$ cat src/sv/sstf_pkg.sv
// Shared types and constants for the shortest-seek-first scheduler.
// No dependencies; imported by the controller, datapath and top level.
`default_nettype none
package sstf_pkg;

  // Field widths fixed at the block's ports
  localparam int unsigned CYL_PORT_W = 12;
  localparam int unsigned MOVE_W     = 17;
  localparam int unsigned TIME_W     = 21;
  localparam int unsigned RATE_W     = 4;

  localparam logic [RATE_W-1:0] SEEK_RATE_RESET = 4'd5;

  // Controller states, one-hot
  typedef enum logic [4:0] {
    ST_IDLE  = 5'b00001,
    ST_SCAN  = 5'b00010,
    ST_WAIT  = 5'b00100,
    ST_SERVE = 5'b01000,
    ST_EMIT  = 5'b10000
  } state_t;

  // Commands from controller to datapath
  typedef struct packed {
    logic load;        // accept one request transaction
    logic scan_start;  // rewind scan pointer, clear best candidate
    logic scan_en;     // read one queue entry this cycle
    logic serve;       // retire best candidate, move head
    logic emit;        // register one result transaction
    logic finish;      // end of batch, empty the queue
  } cmd_t;

  // Status from datapath to controller
  typedef struct packed {
    logic scan_last;      // pointer is on the last loaded entry
    logic pending_empty;  // no request left in this batch
  } status_t;

endpackage
`default_nettype wire

$ cat src/sv/shortest_seek_first_scheduler_core.sv
// Top level: shortest-seek-first disk request scheduler; depends on sstf_pkg, sstf_ctrl, sstf_dp.
// A request transaction without batch_end is accepted and gives no result.
// After batch_end, each result is found by a scan of all N stored requests, one entry per
// cycle, then served and emitted; busy stays high until the last result is emitted.
// Each result is strobed for one cycle on out_valid; the receiver cannot stall it.
// Reset (rst_n low, synchronous) empties the queue, zeroes head and totals, sets rate 5.
`default_nettype none
module shortest_seek_first_scheduler_core #(
  parameter int unsigned QUEUE_DEPTH   = 32,
  parameter int unsigned CYLINDER_BITS = 12
) (
  input  wire logic                             clk,
  input  wire logic                             rst_n,
  input  wire logic                             start,
  output logic                                  busy,
  input  wire logic [sstf_pkg::CYL_PORT_W-1:0]  in_request_cylinder,
  input  wire logic [sstf_pkg::CYL_PORT_W-1:0]  in_start_head,
  input  wire logic                             in_batch_end,
  output logic                                  out_valid,
  output logic [sstf_pkg::CYL_PORT_W-1:0]       out_served_cylinder,
  output logic [sstf_pkg::MOVE_W-1:0]           out_head_movement_total,
  output logic [sstf_pkg::TIME_W-1:0]           out_seek_time_total,
  output logic                                  out_dropped_flag,
  output logic                                  out_final_result,
  input  wire logic                             cfg_we,
  input  wire logic [sstf_pkg::RATE_W-1:0]      cfg_data
);
  import sstf_pkg::*;

  cmd_t    cmd;
  status_t status;

  // sequencer
  sstf_ctrl u_ctrl (
    .clk       (clk),
    .rst_n     (rst_n),
    .start     (start),
    .batch_end (in_batch_end),
    .status    (status),
    .cmd       (cmd),
    .busy      (busy)
  );

  // queue, scan and totals
  sstf_dp #(
    .QUEUE_DEPTH   (QUEUE_DEPTH),
    .CYLINDER_BITS (CYLINDER_BITS)
  ) u_dp (
    .clk                     (clk),
    .rst_n                   (rst_n),
    .cmd                     (cmd),
    .status                  (status),
    .in_request_cylinder     (in_request_cylinder),
    .in_start_head           (in_start_head),
    .cfg_we                  (cfg_we),
    .cfg_data                (cfg_data),
    .out_valid               (out_valid),
    .out_served_cylinder     (out_served_cylinder),
    .out_head_movement_total (out_head_movement_total),
    .out_seek_time_total     (out_seek_time_total),
    .out_dropped_flag        (out_dropped_flag),
    .out_final_result        (out_final_result)
  );

endmodule
`default_nettype wire

$ cat src/sv/sstf_ctrl.sv
// Sequencer for the scheduler: load, scan, serve and emit phases.
// Depends on sstf_pkg for state, command and status types.
`default_nettype none
module sstf_ctrl (
  input  wire logic            clk,
  input  wire logic            rst_n,
  input  wire logic            start,
  input  wire logic            batch_end,
  input  sstf_pkg::status_t    status,
  output sstf_pkg::cmd_t       cmd,
  output logic                 busy
);
  import sstf_pkg::*;

  state_t state_r, state_nxt;

  // state register
  always_ff @(posedge clk) begin
    if (!rst_n) begin
      state_r <= ST_IDLE;
    end else begin
      state_r <= state_nxt;
    end
  end

  // next state and commands
  always_comb begin
    state_nxt = state_r;
    cmd       = '0;
    case (state_r)
      ST_IDLE: begin
        if (start) begin
          cmd.load = 1'b1;
          if (batch_end) begin
            cmd.scan_start = 1'b1;
            state_nxt      = ST_SCAN;
          end
        end
      end
      ST_SCAN: begin
        cmd.scan_en = 1'b1;
        if (status.scan_last) begin
          state_nxt = ST_WAIT;
        end
      end
      // last read entry is compared in this cycle
      ST_WAIT: begin
        state_nxt = ST_SERVE;
      end
      ST_SERVE: begin
        cmd.serve = 1'b1;
        state_nxt = ST_EMIT;
      end
      ST_EMIT: begin
        cmd.emit = 1'b1;
        if (status.pending_empty) begin
          cmd.finish = 1'b1;
          state_nxt  = ST_IDLE;
        end else begin
          cmd.scan_start = 1'b1;
          state_nxt      = ST_SCAN;
        end
      end
      default: begin
        state_nxt = ST_IDLE;
      end
    endcase
  end

  assign busy = (state_r != ST_IDLE);

endmodule
`default_nettype wire

$ cat src/sv/sstf_dp.sv
// Datapath: request memory, pending bits, nearest-request scan, head and totals.
// Depends on sstf_pkg for command/status types and field widths.
`default_nettype none
module sstf_dp #(
  parameter int unsigned QUEUE_DEPTH   = 32,
  parameter int unsigned CYLINDER_BITS = 12
) (
  input  wire logic                             clk,
  input  wire logic                             rst_n,
  input  sstf_pkg::cmd_t                        cmd,
  output sstf_pkg::status_t                     status,
  input  wire logic [sstf_pkg::CYL_PORT_W-1:0]  in_request_cylinder,
  input  wire logic [sstf_pkg::CYL_PORT_W-1:0]  in_start_head,
  input  wire logic                             cfg_we,
  input  wire logic [sstf_pkg::RATE_W-1:0]      cfg_data,
  output logic                                  out_valid,
  output logic [sstf_pkg::CYL_PORT_W-1:0]       out_served_cylinder,
  output logic [sstf_pkg::MOVE_W-1:0]           out_head_movement_total,
  output logic [sstf_pkg::TIME_W-1:0]           out_seek_time_total,
  output logic                                  out_dropped_flag,
  output logic                                  out_final_result
);
  import sstf_pkg::*;

  localparam int unsigned IW = (QUEUE_DEPTH > 1) ? $clog2(QUEUE_DEPTH) : 1;
  localparam int unsigned CW = $clog2(QUEUE_DEPTH + 1);
  localparam int unsigned CB = CYLINDER_BITS;

  // storage
  logic [CB-1:0]          mem [QUEUE_DEPTH];
  logic [QUEUE_DEPTH-1:0] pending_r, pending_nxt;
  logic [CW-1:0]          count_r;
  logic [CB-1:0]          head_r;
  logic [MOVE_W-1:0]      move_r;
  logic                   ovf_r;
  logic [RATE_W-1:0]      rate_r;

  // scan pipeline and best candidate
  logic [IW-1:0]          scan_idx_r;
  logic [IW-1:0]          cmp_idx_r;
  logic                   cmp_vld_r;
  logic [CB-1:0]          rd_data_r;
  logic                   found_r;
  logic [CB-1:0]          best_dist_r;
  logic [CB-1:0]          best_cyl_r;
  logic [IW-1:0]          best_idx_r;

  logic [CB-1:0]          cyl_in;
  logic [CB-1:0]          head_in;
  logic                   has_room;
  logic [CW-1:0]          cnt_m1;
  logic [CB-1:0]          seek_dist;
  logic                   take;
  logic [MOVE_W-1:0]      best_dist_ext;

  // input fields sized to CYLINDER_BITS
  assign cyl_in   = CB'(in_request_cylinder);
  assign head_in  = CB'(in_start_head);
  assign has_room = (count_r < CW'(QUEUE_DEPTH));
  assign cnt_m1   = count_r - CW'(1);

  assign status.scan_last     = (scan_idx_r == cnt_m1[IW-1:0]);
  assign status.pending_empty = (pending_r == '0);

  // distance of the entry under compare and candidate update
  assign seek_dist = (head_r > rd_data_r) ? (head_r - rd_data_r) : (rd_data_r - head_r);
  assign take = cmp_vld_r && pending_r[cmp_idx_r] &&
                (!found_r || (seek_dist < best_dist_r));
  assign best_dist_ext = MOVE_W'(best_dist_r);

  // pending bits for a load transaction
  always_comb begin
    pending_nxt = (count_r == '0) ? '0 : pending_r;
    if (has_room) begin
      pending_nxt[count_r[IW-1:0]] = 1'b1;
    end
  end

  // request memory: one write port, one registered read port
  always_ff @(posedge clk) begin
    if (cmd.load && has_room) begin
      mem[count_r[IW-1:0]] <= cyl_in;
    end
    if (cmd.scan_en) begin
      rd_data_r <= mem[scan_idx_r];
    end
  end

  // control state of the batch
  always_ff @(posedge clk) begin
    if (!rst_n) begin
      pending_r <= '0;
      count_r   <= '0;
      head_r    <= '0;
      move_r    <= '0;
      ovf_r     <= 1'b0;
      rate_r    <= SEEK_RATE_RESET;
      out_valid <= 1'b0;
      cmp_vld_r <= 1'b0;
      found_r   <= 1'b0;
    end else begin
      if (cfg_we) begin
        rate_r <= cfg_data;
      end
      // load one request
      if (cmd.load) begin
        pending_r <= pending_nxt;
        if (count_r == '0) begin
          head_r <= head_in;
          move_r <= '0;
          ovf_r  <= ~has_room;
        end else if (!has_room) begin
          ovf_r <= 1'b1;
        end
        if (has_room) begin
          count_r <= count_r + CW'(1);
        end
      end
      // retire the nearest request
      if (cmd.serve) begin
        pending_r[best_idx_r] <= 1'b0;
        move_r                <= move_r + best_dist_ext;
        head_r                <= best_cyl_r;
      end
      if (cmd.finish) begin
        pending_r <= '0;
        count_r   <= '0;
      end
      cmp_vld_r <= cmd.scan_en;
      if (cmd.scan_start) begin
        found_r <= 1'b0;
      end else if (take) begin
        found_r <= 1'b1;
      end
      out_valid <= cmd.emit;
    end
  end

  // scan pointer and best candidate payload
  always_ff @(posedge clk) begin
    if (cmd.scan_start) begin
      scan_idx_r <= '0;
    end else if (cmd.scan_en) begin
      scan_idx_r <= scan_idx_r + IW'(1);
    end
    cmp_idx_r <= scan_idx_r;
    if (take) begin
      best_dist_r <= seek_dist;
      best_cyl_r  <= rd_data_r;
      best_idx_r  <= cmp_idx_r;
    end
  end

  // result registers; product kept at full seek-time width
  always_ff @(posedge clk) begin
    if (cmd.emit) begin
      out_served_cylinder     <= CYL_PORT_W'(head_r);
      out_head_movement_total <= move_r;
      out_seek_time_total     <= TIME_W'(move_r) * TIME_W'(rate_r);
      out_dropped_flag        <= ovf_r;
      out_final_result        <= (pending_r == '0);
    end
  end

endmodule
`default_nettype wire

$ cat config.mk
export PLATFORM = sky130hd
export DESIGN_NAME = shortest_seek_first_scheduler_core
export DESIGN_NICKNAME = d
export VERILOG_FILES = /design/src/sv/sstf_pkg.sv /design/src/sv/shortest_seek_first_scheduler_core.sv /design/src/sv/sstf_ctrl.sv /design/src/sv/sstf_dp.sv
export SDC_FILE = /design/constraint.sdc
export NUM_CORES = 1
export LEC_CHECK = 0
export ABC_AREA = 1
export ABC_CLOCK_PERIOD_IN_PS = 5610
export BUFFER_PORTS_ARGS = -buffer_cell sky130_fd_sc_hd__clkbuf_2
export CAP_MARGIN = 10
export CORE_ASPECT_RATIO = 0.9
export CORE_MARGIN = 3
export CORE_UTILIZATION = 52
export CTS_BUF_LIST = sky130_fd_sc_hd__clkbuf_8
export CTS_CLUSTER_DIAMETER = 100
export DETAILED_ROUTE_END_ITERATION = 6
export GPL_ROUTABILITY_DRIVEN = 0
export GPL_TIMING_DRIVEN = 0
export PLACE_DENSITY = 0.69
export SYNTH_ARGS = -nofsm -noshare
export SYNTH_HDL_FRONTEND = slang
export SYNTH_SLANG_ARGS = --single-unit
$ cat constraint.sdc
create_clock -name clk -period 5.61 [get_ports clk]
set_input_delay 0 -clock clk [delete_from_list [all_inputs] [get_ports clk]]
set_output_delay 0 -clock clk [all_outputs]
set_load 0.02 [all_outputs]
* Word-level counts from Yosys, hierarchy flattened *
Memories as Yosys holds them, arrays and structs flattened. A register that Yosys moved wholly into a read port is not among the register bits.
Index checks and enable logic that the tools add are counted.

word-level totals
  bits in registers = 171
  bits in writable memories = 384
  output and inout bits = 54
  word-level logic and storage cells = 105
  memories = 1

memories
  memory    depth  width  rd ports  clocked after memory_dff  wr ports  RTL line       text
  u_dp.mem  32     12     1         1                         1         sstf_dp.sv:30  logic [CB-1:0] mem [QUEUE_DEPTH];

operators by class
  add/subtract/negate cells = 6
  $mul = 1
  $lt $le $gt $ge = 8
  equal/unequal tests = 11
  muxes and demuxes = 36
  bitwise operators = 5
  reductions and logical operators = 17

operator list
  cell                                                                number
  two-way mux 32 bit                                                  5
  two-way mux 17 bit                                                  3
  two-way mux 12 bit                                                  4
  AND 32 bit                                                          1
  logical NOT 32 bit                                                  1
  inverter 32 bit                                                     1
  OR 32 bit                                                           1
  one-hot mux 5 bit (5 select lines)                                  1
  subtractor 12 bit                                                   2
  multiplier 17 x 4 -> 21 bit                                         1
  less-than comparator 5 x 6 -> 1 bit (second input constant)         3
  adder 17 x 12 -> 17 bit                                             1
  two-way mux 5 bit                                                   3
  two-way mux 1 bit                                                   13
  greater-than comparator 12 bit                                      1
  less-than comparator 12 bit                                         1
  demux 1 bit (select 5 bit)                                          2
  greater-or-equal comparator 5 x 1 -> 1 bit (second input constant)  2
  inequality test 2 bit (second input constant)                       4
  adder 6 x 1 -> 6 bit (second input constant)                        1
  logical NOT 6 bit                                                   1
  less-than comparator 6 bit (second input constant)                  1
  two-way mux 2 bit                                                   3
  AND reduction 2 bit                                                 3
  18 further kinds                                                    25

* Logic depth before layout (Yosys ltp) *
  word-level depth = 10
  gate-level depth with buffers = 22

* By module *
From an unflattened synthesis, not the netlist that was laid out.

unflattened totals
  cells, all modules = 2547
  area, all modules = 26500.4 um^2

by module, submodules not included
  module     instances  cells each  area each (um^2)  seq. area each (um^2)
  sstf_dp    1          2488        26161.3           16025.4
  sstf_ctrl  1          59          339.1             100.1

* Worst setup path after synthesis *
OpenSTA, ideal clock, no wires.

  path kind = flip-flop to flip-flop
  start point = reg u_dp.head_r[0]
  end point = reg u_dp.best_cyl_r[0], enable pin
  library setup time = 0.425 ns
  arrival time = 3.878 ns
  data required time = 5.185 ns
  slack = 1.307 ns
  cell stages (with the launch flop) = 22
  buffers on the path = 1
  cell sequence = dfxtp_1 -> inv_1 -> ha_1 -> inv_1 -> fa_1 -> nand3_1 -> nand2_1 -> nand3_1 -> nand4_1 -> nand2_1 -> buf_2 -> nand2_1 -> nand2_1 -> inv_1 -> ha_1 -> nand2_1 -> inv_1 -> nand3_1 -> inv_1 -> nand2_1 -> nand4_1 -> a21oi_1

on the way
  longest elaborated chain between the ends = 5
  elaborated cells between the ends (all ways) = 7
  those cells by class = add/sub (2); order compare (2); mux (1); reduce/logical (2)

ends and longest elaborated chain
  what                                                                        RTL line        text
  from (decl)                                                                 sstf_dp.sv:33   logic [CB-1:0] head_r;
  from (signal assigned)                                                      sstf_dp.sv:109  head_r <= head_in;
  from (signal assigned)                                                      sstf_dp.sv:123  head_r <= best_cyl_r;
  subtractor 12 bit / greater-than comparator 12 bit (equally long branches)  sstf_dp.sv:66   assign seek_dist = (head_r > rd_data_r) ? (head_r - rd_data_r) : (rd_data_r - head_r);
  two-way mux 12 bit *                                                        sstf_dp.sv:66
  net u_dp.seek_dist[11]                                                      sstf_dp.sv:52   logic [CB-1:0] seek_dist;
  less-than comparator 12 bit *                                               sstf_dp.sv:68   (!found_r || (seek_dist < best_dist_r));
  logical OR 1 bit *                                                          sstf_dp.sv:68
  logical AND 1 bit *                                                         sstf_dp.sv:67   assign take = cmp_vld_r && pending_r[cmp_idx_r] &&
  net u_dp.take                                                               sstf_dp.sv:53   logic take;
  to (signal assigned)                                                        sstf_dp.sv:149  best_cyl_r <= rd_data_r;
  to (decl)                                                                   sstf_dp.sv:45   logic [CB-1:0] best_cyl_r;

Mark *: on every way through the listed nets, which the timed path passes. The rest lies on a longest branch.
A chain may end at the register's enable or synchronous reset.

* Worst setup path in the final report *
  start point = reg u_dp.rd_data_r[0] (read register of u_dp.mem)
  end point = reg u_dp.best_cyl_r[6], enable pin

on the way
  longest elaborated chain between the ends = 5
  elaborated cells between the ends (all ways) = 7
  those cells by class = add/sub (2); order compare (2); mux (1); reduce/logical (2)

ends and longest elaborated chain
  what                                                                        RTL line       text
  from (decl)                                                                 sstf_dp.sv:42  logic [CB-1:0] rd_data_r;
  subtractor 12 bit / greater-than comparator 12 bit (equally long branches)  sstf_dp.sv:66
  two-way mux 12 bit *                                                        sstf_dp.sv:66
  net u_dp.seek_dist[5]                                                       sstf_dp.sv:52
  less-than comparator 12 bit *                                               sstf_dp.sv:68
  logical OR 1 bit *                                                          sstf_dp.sv:68
  logical AND 1 bit *                                                         sstf_dp.sv:67
  net u_dp.take                                                               sstf_dp.sv:53

Marked as above.

==> impl_metrics.ini <==
[sta]
worstMarginPinSlew_ns = 1.199
final.setup_skew_ns = 0.03668
finalSetupViolations = 0
slew_headroom_pct = 19.96
fin_crit_sh_pct = 74.33
finalMaxSlewViolations = 0
period_needed_ns = 4.170
fmax_mhz = 239.8
hold_viol_final = 0
final.setup.tns_ns = 0
rsz0062_at_grt = false

[logic_synthesis]
ys_seq_elements = 567
yosys-top-cells-area = edfxtp_1 (54%), dfxtp_1 (6.8%), nand2_1 (6.2%)
synthFlopType = edfxtp_1
synthesis.nets = 2746
syn_area_per_cell_um2 = 10.22
netlist_area_um2 = 26620
synth_top_area_share_pct = 53.80
synth.distinct_cells = 45
async_flop_share_pct = 0
synth-edff-count = 477
synthCells = 2604
yosys.area.top_type = edfxtp_1
synth_common_cells = edfxtp_1 (477), nand2_1 (443), nor2_1 (391)
yosysWarnings = 0
synth.most_common_cell = edfxtp_1
seq_area_frac_synth_pct = 60.57

[placement]
placed_cell_area_um2 = 28270
dp_hpwl_mm = 52.24
port_buffers = 85

[global_routing]
track_usage_pct = 28.12
grt_pass1_vias = 19940
grt_overflow_total = 0
grt_start_max_net_pins = 55
antenna_found_initial = 1
grt_pass1_wl_mm = 115.0

[die]
rows = 78
die_h_um = 220.7
die_w_um = 244.5
dieArea_um2 = 53950
start_util_pct = 52.66
io_pins = 87
coreArea_um2 = 50550

[worst_setup_path]
critPathMaxFanout = 16
critPathArrivalTime_ns = 4.56
critPathRequiredTime_ns = 6.00
cp_slowest_cell = a21oi_4
cp-start-kind = flop
critPathKind = flop to flop
cp-end-kind = flop
cpMostUsedCell = nand2_1
worstPathCellList = ha_1 -> inv_1 -> fa_1 -> nand3_1 -> nand2_1 -> nand3_1 -> nand4_1 -> nand2_1 -> buf_2 -> nand2_1 -> nand2_1 -> inv_1 -> ha_1 -> a21oi_1 -> o21ai_0 -> nand2_1 -> nand4_1 -> a21oi_4 -> buf_16
critical-path-max-stage-delay_ns = 0.55

[run_status]
status = finished clean

[final_layout]
drive_gt1_share_pct = 11.70
multi_input_area_um2 = 9138
final_nets = 2975
seq_area_um2 = 16130
fin_area_um2 = 30290
syn2layout_area_growth_pct = 13.79
n_antenna_cell = 0
n_fill_cell = 4301

[clock_network]
clk_pin_slew_ns = 0.06
clk_latency_ns = 0.70
post_cts_resize_count = 0
h-tree-depth = 3
cts-root-buf = clkbuf_8
clock-sinks = 567
clock_path_buffers = 3
cts-buffers-inserted = 88
tritoncts = done

[drt]
postRouteAntennaNets = 0
wirelength_mm = 76.26
vias = 20490
via_per_inst = 5.726
route.detailed.drc = 0
drt-pass1-iter-count = 6
avgRoutedWirePerCell_um = 21.31
drt_iter0_drc = 2584

[run]
cap_violations = 0

[power]
peakVddDrop_v = 0.0002531
p_per_area_nw_per_um2 = 333.2
p_leak_nw = 12.09

[hold_path]
hold_path.class = input pin to flop
## logic make-up after synthesis
group / synth area share (%)
xor gates and xnor gates: 1.335
and+or+nand+nor: 15.31
adders and majority gates: 6.053
DFF: 60.57
AOI/OAI and AO/OA: 11.34
buffers and inverters: 5.391
## layout by cell type (no fill, tap or decap), types with 10 or more instances in the layout
cell type,instances
dlygate4sd3_1,33
fa_1,33
o21ai_1,16
ha_1,76
clkbuf_1,64
clkbuf_2,86
o211ai_1,41
dfxtp_1,90
edfxtp_1,477
a21oi_2,26
inv_1,262
nor2_2,29
nor3_1,13
nand2_1,443
o21ai_0,263
clkinv_1,10
clkbuf_8,94
buf_2,31
buf_8,15
inv_2,10
a21oi_1,108
nand4_1,20
xor2_1,31
o22ai_1,49
nand3_1,113
nor2_1,365
## flip-flops by register name, summed over array words and instances, names as in the netlist, 6 cells and up
name                          flops
u_dp.best_cyl_r                  12
u_dp.head_r                      12
u_dp.out_served_cylinder         12
u_dp.mem                        384
u_dp.pending_r                   32
u_dp.move_r                      17
u_dp.out_seek_time_total         21
u_dp.best_dist_r                 12
u_dp.count_r                      6
u_dp.rd_data_r                   12
u_dp.out_head_movement_total     17
## worst paths after layout
| path | depth (start not counted) | slack [ns] | from | end |
|---|---|---|---|---|
| max | 19 | 1.44 | u_dp.rd_data_r[0] | u_dp.best_cyl_r[6] |
| min | 3 | 0.05 | rst_n | u_dp.move_r[0] |
| max reg2reg | 19 | 1.44 | u_dp.rd_data_r[0] | u_dp.best_cyl_r[6] |
| min reg2reg | 0 | 0.36 | u_dp.scan_idx_r[4] | u_dp.cmp_idx_r[4] |
## area by class of cell
cell class,instances,area share (%)
clock buffers,94,4.271
well taps,680,2.809
plain buffers,115,1.768
inverters,239,2.970
repair buffers,139,3.531
clock inverters,61,1.260
multi-input cells,1683,30.16
flip-flops and latches,567,53.23
## stage by stage
stage	worst slack, ns	hold WS, ns	std cells	utilization (%)	total power [W]
2_1_floorplan	1.307	0.09887	2604	-	0.005986
3_3_place_gp	0.03353	0.2279	3369	55.19	0.006704
3_5_place_dp	1.517	0.2284	3389	55.92	0.006756
4_1_cts	1.500	0.002793	3577	59.89	0.01008
5_1_grt	1.108	0.05489	3578	59.92	0.01049
6_report	1.440	0.05391	3578	59.92	0.01009
## power breakdown
group | switching (W) | internal [W] | leakage, nW
clock | 0.00162 | 0.00173 | 0.996
combinational | 0.00149 | 0.000560 | 6.05
sequential | 0.0000442 | 0.00465 | 5.05
## metal layers
layer | routed length [um] | share of wire (%) | track usage (%)
met1 | 30090 | 39 | 36.43
met2 | 35810 | 47 | 46.92
met3 | 7250 | 9.5 | 5.707
met4 | 3092 | 4.1 | 11.20
met5 | 12 | 0.016 | 0
## critical path, delay by kind of cell, from the launching register on
kind | cells | cell delay [ns]
simple gates | 9 | 1.02
buf+inv | 4 | 0.65
fa+ha+maj | 3 | 0.98
compound gates | 3 | 0.77
flops | 1 | 0.43
## repair_timing
item,CTS,global route
buffers inserted,0,0
hold buffers,33,0
endpoints found under the hold margin,80,0
Power figures use the tool's default switching activity.
